<file path="config.mk">
export PLATFORM = sky130hd
export DESIGN_NAME = hpb_scan
export DESIGN_NICKNAME = d
export VERILOG_FILES = /design/src/hw/rtl/histogram_percentile_bounds_core_macros.svh /design/src/hw/rtl/hpb_pkg.sv /design/src/hw/rtl/hpb_scan.sv
export SDC_FILE = /design/constraint.sdc
export NUM_CORES = 1
export LEC_CHECK = 0
export ABC_AREA = 1
export BUFFER_PORTS_ARGS = -buffer_cell sky130_fd_sc_hd__buf_2
export CORE_ASPECT_RATIO = 0.9
export CORE_UTILIZATION = 60
export DETAILED_ROUTE_END_ITERATION = 8
export GPL_TIMING_DRIVEN = 0
export PLACE_DENSITY = 0.93
export SLEW_MARGIN = 20
export SYNTH_ARGS = -nofsm -noshare
export SYNTH_HDL_FRONTEND = slang
export SYNTH_SLANG_ARGS = --single-unit
</file>
<file path="constraint.sdc">
create_clock -name clk -period 7 [get_ports clk]
set_clock_uncertainty 0.1 [all_clocks]
set_input_delay 0.7 -clock clk [delete_from_list [all_inputs] [get_ports clk]]
set_output_delay 0.7 -clock clk [all_outputs]
set_load 0.005 [all_outputs]
</file>
<file path="src/hw/rtl/histogram_percentile_bounds_core_macros.svh">
// Assertion macros for the histogram percentile bounds core.
// Both expect signals named clk and rst_n in the calling scope.
`ifndef HISTOGRAM_PERCENTILE_BOUNDS_CORE_MACROS_SVH
`define HISTOGRAM_PERCENTILE_BOUNDS_CORE_MACROS_SVH

`ifndef SYNTHESIS
`define HPB_ASSERT_IMP(label, ante, cons) \
    label: assert property (@(posedge clk) disable iff (!rst_n) (ante) |-> (cons)) \
        else $error("hpb assertion failed");
`define HPB_ASSERT_NXT(label, ante, cons) \
    label: assert property (@(posedge clk) disable iff (!rst_n) (ante) |=> (cons)) \
        else $error("hpb assertion failed");
`else
`define HPB_ASSERT_IMP(label, ante, cons)
`define HPB_ASSERT_NXT(label, ante, cons)
`endif

`endif

</file>
<file path="src/hw/rtl/hpb_pkg.sv">
package hpb_pkg;

    localparam int MAX_PIXELS_LOG2 = 22;
    localparam int COUNT_W         = MAX_PIXELS_LOG2 + 1;
    localparam int BIN_W           = 8;
    localparam int BINS            = 256;
    localparam int NUM_CH          = 3;
    localparam int FRAC_W          = 17;
    localparam int FRAC_SHIFT      = 16;
    localparam int PROD_W          = COUNT_W + FRAC_W;
    localparam int THR_W           = PROD_W + 1 - FRAC_SHIFT;
    localparam int SUM_W           = COUNT_W + BIN_W;
    localparam int CMP_W           = (SUM_W > THR_W) ? SUM_W : THR_W;
    localparam int CFG_IDX_W       = 2;

    localparam logic [COUNT_W-1:0] COUNT_LIMIT = COUNT_W'(1) << MAX_PIXELS_LOG2;
    localparam logic [PROD_W:0]    ROUND_HALF  = (PROD_W + 1)'(1) << (FRAC_SHIFT - 1);
    localparam logic [BIN_W-1:0]   BIN_LAST    = BIN_W'(BINS - 1);
    localparam logic [BIN_W-1:0]   BOUND_NONE  = BIN_W'(BINS - 1);

    localparam logic [CFG_IDX_W-1:0] CFG_GRAY_MODE      = CFG_IDX_W'(0);
    localparam logic [CFG_IDX_W-1:0] CFG_LOWER_FRACTION = CFG_IDX_W'(1);
    localparam logic [CFG_IDX_W-1:0] CFG_UPPER_FRACTION = CFG_IDX_W'(2);

    localparam logic [FRAC_W-1:0] LOWER_FRACTION_RST = FRAC_W'(655);
    localparam logic [FRAC_W-1:0] UPPER_FRACTION_RST = FRAC_W'(64881);

    localparam logic ACTION_END = 1'b1;

    typedef enum logic [2:0] {
        ST_CLEAR,
        ST_RUN,
        ST_MULT,
        ST_ROUND,
        ST_SCAN,
        ST_DRAIN,
        ST_DONE
    } hpb_state_t;

endpackage

</file>
<file path="src/hw/rtl/hpb_scan.sv">
module hpb_scan import hpb_pkg::*; (
    input  logic               clk,
    input  logic               rst_n,
    input  logic               start,
    input  logic               valid,
    input  logic [BIN_W-1:0]   idx,
    input  logic [COUNT_W-1:0] count,
    input  logic [THR_W-1:0]   lo_thr,
    input  logic [THR_W-1:0]   hi_thr,
    output logic [BIN_W-1:0]   lo_bound,
    output logic [BIN_W-1:0]   hi_bound
);

    logic [SUM_W-1:0] sum_reg, sum_next, sum_add;
    logic             lo_found_reg, lo_found_next;
    logic             hi_found_reg, hi_found_next;
    logic [BIN_W-1:0] lo_reg, lo_next;
    logic [BIN_W-1:0] hi_reg, hi_next;

    assign sum_add = sum_reg + SUM_W'(count);

    always_comb
    begin
        sum_next      = sum_reg;
        lo_found_next = lo_found_reg;
        hi_found_next = hi_found_reg;
        lo_next       = lo_reg;
        hi_next       = hi_reg;
        if (start)
        begin
            sum_next      = '0;
            lo_found_next = 1'b0;
            hi_found_next = 1'b0;
            lo_next       = BOUND_NONE;
            hi_next       = BOUND_NONE;
        end
        else if (valid)
        begin
            sum_next = sum_add;
            if (!lo_found_reg)
            begin
                if (CMP_W'(sum_add) > CMP_W'(lo_thr))
                begin
                    lo_found_next = 1'b1;
                    lo_next       = idx;
                end
            end
            else if (!hi_found_reg)
            begin
                // high search starts at the bin after the low bound
                if (CMP_W'(sum_add) > CMP_W'(hi_thr))
                begin
                    hi_found_next = 1'b1;
                    hi_next       = idx;
                end
            end
        end
    end

    always_ff @(posedge clk or negedge rst_n)
    begin
        if (!rst_n)
        begin
            sum_reg      <= '0;
            lo_found_reg <= 1'b0;
            hi_found_reg <= 1'b0;
            lo_reg       <= BOUND_NONE;
            hi_reg       <= BOUND_NONE;
        end
        else
        begin
            sum_reg      <= sum_next;
            lo_found_reg <= lo_found_next;
            hi_found_reg <= hi_found_next;
            lo_reg       <= lo_next;
            hi_reg       <= hi_next;
        end
    end

    assign lo_bound = lo_reg;
    assign hi_bound = hi_reg;

endmodule

</file>
# ---- Word-level counts from Yosys, hierarchy flattened
# Index checks and enable logic that the tools add are counted.
dict set report totals {
  reg_bits 49
}
dict set report classes {
  n_reduce_logical 7
  eq_ne 2
  add_sub_neg 1
  order_cmp 2
  n_mux 20
}
# cell n
set ops {}
lappend ops {{$mux 8} 9}
lappend ops {{$gt 31x25->1} 2}
lappend ops {{$mux 31} 2}
lappend ops {{$add 31x23->31} 1}
lappend ops {{$mux 1} 9}
lappend ops {{$reduce_bool 2->1} 4}
lappend ops {{$ne 2x2->1 const B} 2}
lappend ops {{$reduce_and 4->1} 1}
lappend ops {{$reduce_and 3->1} 1}
lappend ops {{$reduce_and 2->1} 1}

# ---- Depth between registers and ports, before layout
dict set report logic_depth {
  ltp_word 7
  ltp_mapped 24
  ltp_nobuf 24
}

# ---- Worst setup path before layout
# No wires, ideal clock.
dict set report synth_timing {
  path_type {input-to-reg}
  startpoint {input count[0]}
  endpoint {register hi_reg[0] (netlist: hi_bound[0])}
  setup_slack_ps 3223
  required_ps 6824
  path_buffers 0
  t_arrival_ps 3601
  cell_stages 21
  path_cell_list {ha_1 > fa_1 > nand3_1 > nand3_1 > nand3_1 > nand3_1 > a31o_2 > nand2_1 > nand2_1 > xor2_1 > inv_1 > ha_1 > nand2_1 > nor4_1 > nand3_1 > nor2_1 > a21oi_2 > nand3_4 > nand2_4 > nor2_1 > nor2_1}
}
dict set report synth_between {
  elab_chain_len 4
}
# item line
set synth_lines {}
lappend synth_lines {{start: declaration} hpb_scan.sv:7} ;# input logic [COUNT_W-1:0] count,
lappend synth_lines {{$add 31x23->31} hpb_scan.sv:20} ;# assign sum_add = sum_reg + SUM_W'(count);
lappend synth_lines {{$gt 31x25->1} hpb_scan.sv:51} ;# if (CMP_W'(sum_add) > CMP_W'(hi_thr))
lappend synth_lines {{$reduce_bool 2->1 (no source line)} --}
lappend synth_lines {{$reduce_and 4->1 (no source line)} --}
lappend synth_lines {{end signal: assignment} hpb_scan.sv:76} ;# hi_reg <= hi_next;
lappend synth_lines {{end: declaration} hpb_scan.sv:18} ;# logic [BIN_W-1:0] hi_reg, hi_next;
# Every way passes these cells.
# A chain may end at the register's enable or synchronous reset.

# ---- Worst setup path after layout
dict set report layout_timing {
  startpoint {input count[0]}
  endpoint {register hi_reg[5] (netlist: hi_bound[5])}
}
# The elaborated chain is that of the path after synthesis.

==> Flow_metrics.wiki <==
{| class="wikitable"
! Metric !! Value
|-
| Status || finished, final reports clean
|-
| Hold buffer count at CTS || 0
|-
| Violation count after the first detailed-routing iteration || 443
|-
| Max-slew headroom || 0.4886
|-
| TNS Setup || 0 ps
|-
| P per Cell Area || 218.3 nW/µm²
|-
| DRC violation count after routing || 0
|-
| Xor and xnor area share after synthesis || 0.03858
|-
| Kind of capture point of the worst setup path || register
|-
| Vias after detailed routing || 5,439
|-
| Worst reg-to-reg path cell count || 21
|-
| Transition time at the pin with the least slew margin || 764.3 ps
|-
| Post-cts gate resize count || 0
|-
| Clock buffer count from CTS || 5
|-
| Post-detailed-routing wire length || 13,980 µm
|-
| Largest fanout on the critical path || 9
|-
| Stages on the worst setup path || 22
|-
| Endpoints failing hold || 0
|-
| Overall die area || 9080 µm²
|-
| Initial core utilization || 0.6350
|-
| Path type of the worst setup path || in2reg
|-
| Sink count of the clock tree || 49
|-
| #FFs+latches synth || 49
|-
| Arrival @ worst endpoint || 4530 ps
|-
| TritonCTS clock tree || yes
|-
| Antenna violations before repair || 0
|-
| Launch point of the critical path || count[0]
|-
| Max Fclk || 228.7 MHz
|-
| Maximum clock path buffer count || 2
|-
| Critical Path Source Type || input pin
|-
| Standard-cell rows || 31
|-
| Gr ovfl total || 0
|-
| Clock insertion delay at the later pin of the skew report || 320 ps
|-
| Reg2Reg Launch Point || sum_reg[0]
|-
| Worst slack at placement || 2420 ps
|-
| CP dominant cell by count || sky130_fd_sc_hd__nand3_1
|-
| H-tree level count || 2
|-
| Number of endpoints failing setup at the final stage || 0
|-
| Leak pwr || 3.517 nW
|-
| Final GP Congestion || 0.9632
|-
| Top-level port count || 101
|-
| Path type of the worst min-delay path || in2async
|-
| Per-cell via count in the routed design || 5.364
|-
| Area of the mapped netlist || 5221 µm²
|-
| Pin count of the biggest net entering global routing || 50
|-
| Final Max Tran Viols || 0
|-
| Port bufs || 100
|-
| Dpl hpwl || 11,490 µm
|-
| Final Cell Area || 5971 µm²
|-
| Number of global-route vias before repair || 4,909
|-
| Core area || 8223 µm²
|-
| Synth Area in Adders || 0.1788
|-
| Final worst slack || 2628 ps
|-
| Flip-flop count of the largest register, all copies and words added || 31
|-
| Die X || 100.3 µm
|-
| Worst vdd rail ir drop || 0.1197 mV
|-
| Family of cells with the greatest summed delay on the critical path || simple AND/OR/NAND/NOR gates
|-
| Simple-gate share of the synthesized area || 0.3441
|-
| Period utilisation layout || 0.6246
|-
| Unrepaired setup endpoints after global routing || false
|-
| Antenna diode count || 0
|-
| Yosys warning count || 0
|-
| Nets || 1,057
|-
| Number of standard cells after synthesis || 791
|-
| Total power of the final layout || 1.303 mW
|-
| Share of cells above drive strength 1 || 0.1824
|-
| Post-synthesis mux area share || 0
|-
| Worst r2r dst || hi_bound[5]
|-
| WP buf/inv || 2
|-
| Number of setup buffers added after CTS || 0
|-
| Cell with the largest stage delay on the worst path || sky130_fd_sc_hd__fa_1
|-
| Reg-to-reg setup timing slack || 2720 ps
|-
| Combinational family with the most area after synthesis || simple AND/OR/NAND/NOR gates
|-
| CP Data Required Time || 7150 ps
|-
| Compound-gate portion of the synthesized area || 0.08843
|-
| Combined global-route utilization of all metal layers || 0.3174
|-
| Placed instance area || 5866 µm²
|-
| Number of iterations in the first detailed-routing pass || 5
|-
| Share of synthesized area occupied by flip-flops and latches || 0.2387
|-
| Area growth, synth to finish || 14.35%
|-
| Mean instance size in the synthesized netlist || 6.601 µm²
|-
| Cell at the root of the clock tree || sky130_fd_sc_hd__clkbuf_8
|-
| Endpoint of the worst setup timing path || hi_bound[5]
|-
| Unique cell type count in the Yosys netlist || 37
|-
| Wire length of the first global-routing pass || 22,860 µm
|-
| Max cap viols || 0
|-
| List of cells traversed by the critical path || buf_2, ha_1, fa_1, nand3_1, nand3_1, nand3_1, nand3_1, a31o_2, nand2_1, nand2_1, xor2_1, inv_1, ha_1, nand2_1, nor4_1, nand3_1, nor2_1, a21oi_2, nand3_4, nand2_4, nor2_1, nor2_1
|-
| Antenna violation net count after detailed routing || 0
|-
| Maximum single-stage delay on the critical path || 460 ps
|-
| Height of the die || 90.50 µm
|-
| Routed wire per std cell || 13.79 µm
|-
| Final critical delay including setup and external delays || 4372 ps
|-
| Mapped Nets || 950
|-
| Clock slew at the register clock pins of the worst setup and hold paths || 110 ps
|}
==> power by group <==
part	leakage, nW	total, mW	switching (mW)	internal [mW]
sequential	0.613	0.361	0.0275	0.333
combinational	2.85	0.754	0.481	0.273
clock	0.0511	0.188	0.113	0.0748
total	3.52	1.30	0.622	0.681
==> cell usage after synthesis, drive strengths merged <==
| library cell | count | share of area |
|---|---|---|
| a41oi | 1 | 0.0017 |
| a31oi | 2 | 0.0024 |
| a21boi | 2 | 0.0029 |
| clkinv | 2 | 0.0014 |
| dfstp | 16 | 0.081 |
| a21oi | 41 | 0.040 |
| ha | 73 | 0.17 |
| inv | 145 | 0.10 |
| xor2 | 15 | 0.025 |
| nand3 | 64 | 0.069 |
| clkbuf | 8 | 0.0058 |
| o21ai | 14 | 0.013 |
| o22ai | 8 | 0.0096 |
| o211ai | 3 | 0.0043 |
| a31o | 4 | 0.0067 |
| xnor2 | 8 | 0.013 |
| a21o | 1 | 0.0014 |
| o21bai | 1 | 0.0014 |
| nor3 | 9 | 0.0096 |
| dfrtp | 33 | 0.16 |
| nand2 | 247 | 0.18 |
| a2111oi | 1 | 0.0017 |
| nand4 | 9 | 0.011 |
| a211oi | 2 | 0.0029 |
| or2 | 9 | 0.011 |
| nor3b | 1 | 0.0024 |
| nor2 | 69 | 0.055 |
| fa | 1 | 0.0038 |
| nor4 | 2 | 0.0024 |
==> worst register-to-register path, cell delays in order (launching register included) <==
cell                      delay [ps]
sky130_fd_sc_hd__dfrtp_1         410
sky130_fd_sc_hd__ha_1            230
sky130_fd_sc_hd__fa_1            460
sky130_fd_sc_hd__nand3_1         120
sky130_fd_sc_hd__nand3_1         130
sky130_fd_sc_hd__nand3_1         100
sky130_fd_sc_hd__nand3_1         180
sky130_fd_sc_hd__a31o_2          280
sky130_fd_sc_hd__nand2_1          70
sky130_fd_sc_hd__nand2_1          70
sky130_fd_sc_hd__xor2_1          250
sky130_fd_sc_hd__inv_1           110
sky130_fd_sc_hd__ha_1            310
sky130_fd_sc_hd__nand2_1          90
sky130_fd_sc_hd__nor4_1          450
sky130_fd_sc_hd__nand3_1         200
sky130_fd_sc_hd__nor2_1          180
sky130_fd_sc_hd__a21oi_2         100
sky130_fd_sc_hd__nand3_4         120
sky130_fd_sc_hd__nand2_4         100
sky130_fd_sc_hd__nor2_1          100
sky130_fd_sc_hd__nor2_1           50
==> worst min-delay path by stage <==
stage | startpoint | endpoint | depth (start not counted)
6_report | rst_n | sum_reg[3] | 1
5_1_grt | rst_n | sum_reg[3] | 1
4_1_cts | lo_bound[2] | lo_bound[2] | 2
3_5_place_dp | lo_bound[2] | lo_bound[2] | 2
3_3_place_gp | lo_bound[1] | lo_bound[1] | 2
2_1_floorplan | rst_n | hi_found_reg | 0
==> routing by layer <==
metal  track usage  part of all wire
met5             0                 0
met4       0.08937             0.023
met3       0.06115             0.094
met2        0.4960              0.43
met1        0.4446              0.45
==> cell type report <==
cell class	count	area, µm²
sequential	49	1246
inverter	147	551.8
timing repair buffer	100	503.0
clock buffer	5	68.82
multi-input combinational	587	3393
clock inverter	3	33.78
buffer	8	30.03
fill	687	2252
tap	115	143.9
==> cells by family after synthesis <==
| kind of cell | after synthesis |
|---|---|
| and+or+nand+nor | 410 |
| buffers and inverters | 155 |
| AOI/OAI and AO/OA | 80 |
| adders and majority gates | 74 |
| xor gates and xnor gates | 23 |
| DFF | 49 |
==> per-stage QoR <==
step | hold slack, ps | instances | util
after global routing | 339.2 | 1014 | 0.7261
after detailed placement | 380.5 | 1006 | 0.7133
after global placement | 373.9 | 1006 | 0.7133
final | 294.0 | 1014 | 0.7261
after CTS | 398.3 | 1014 | 0.7258
after floorplan | 304.4 | 791 | -
==> cells in the final DEF, fill, tap and decap left out, types with 3 or more instances in the layout <==
cell type,instances
sky130_fd_sc_hd__nand4_1,9
sky130_fd_sc_hd__a31o_2,4
sky130_fd_sc_hd__clkbuf_1,8
sky130_fd_sc_hd__dfrtp_1,33
sky130_fd_sc_hd__o22ai_1,8
sky130_fd_sc_hd__o21ai_0,14
sky130_fd_sc_hd__nor2_2,8
sky130_fd_sc_hd__clkbuf_8,5
sky130_fd_sc_hd__o211ai_1,3
sky130_fd_sc_hd__nand2_2,8
sky130_fd_sc_hd__xor2_1,15
sky130_fd_sc_hd__ha_1,73
sky130_fd_sc_hd__or2_2,9
sky130_fd_sc_hd__xnor2_1,8
sky130_fd_sc_hd__dfstp_2,16
sky130_fd_sc_hd__nand2_1,237
sky130_fd_sc_hd__nand3_1,59
sky130_fd_sc_hd__nor2_1,60
sky130_fd_sc_hd__nor3_1,8
sky130_fd_sc_hd__a21oi_1,40
sky130_fd_sc_hd__inv_1,145
sky130_fd_sc_hd__nand3_2,3
sky130_fd_sc_hd__buf_2,99
Note: power is estimated with default switching activity, not from simulation.
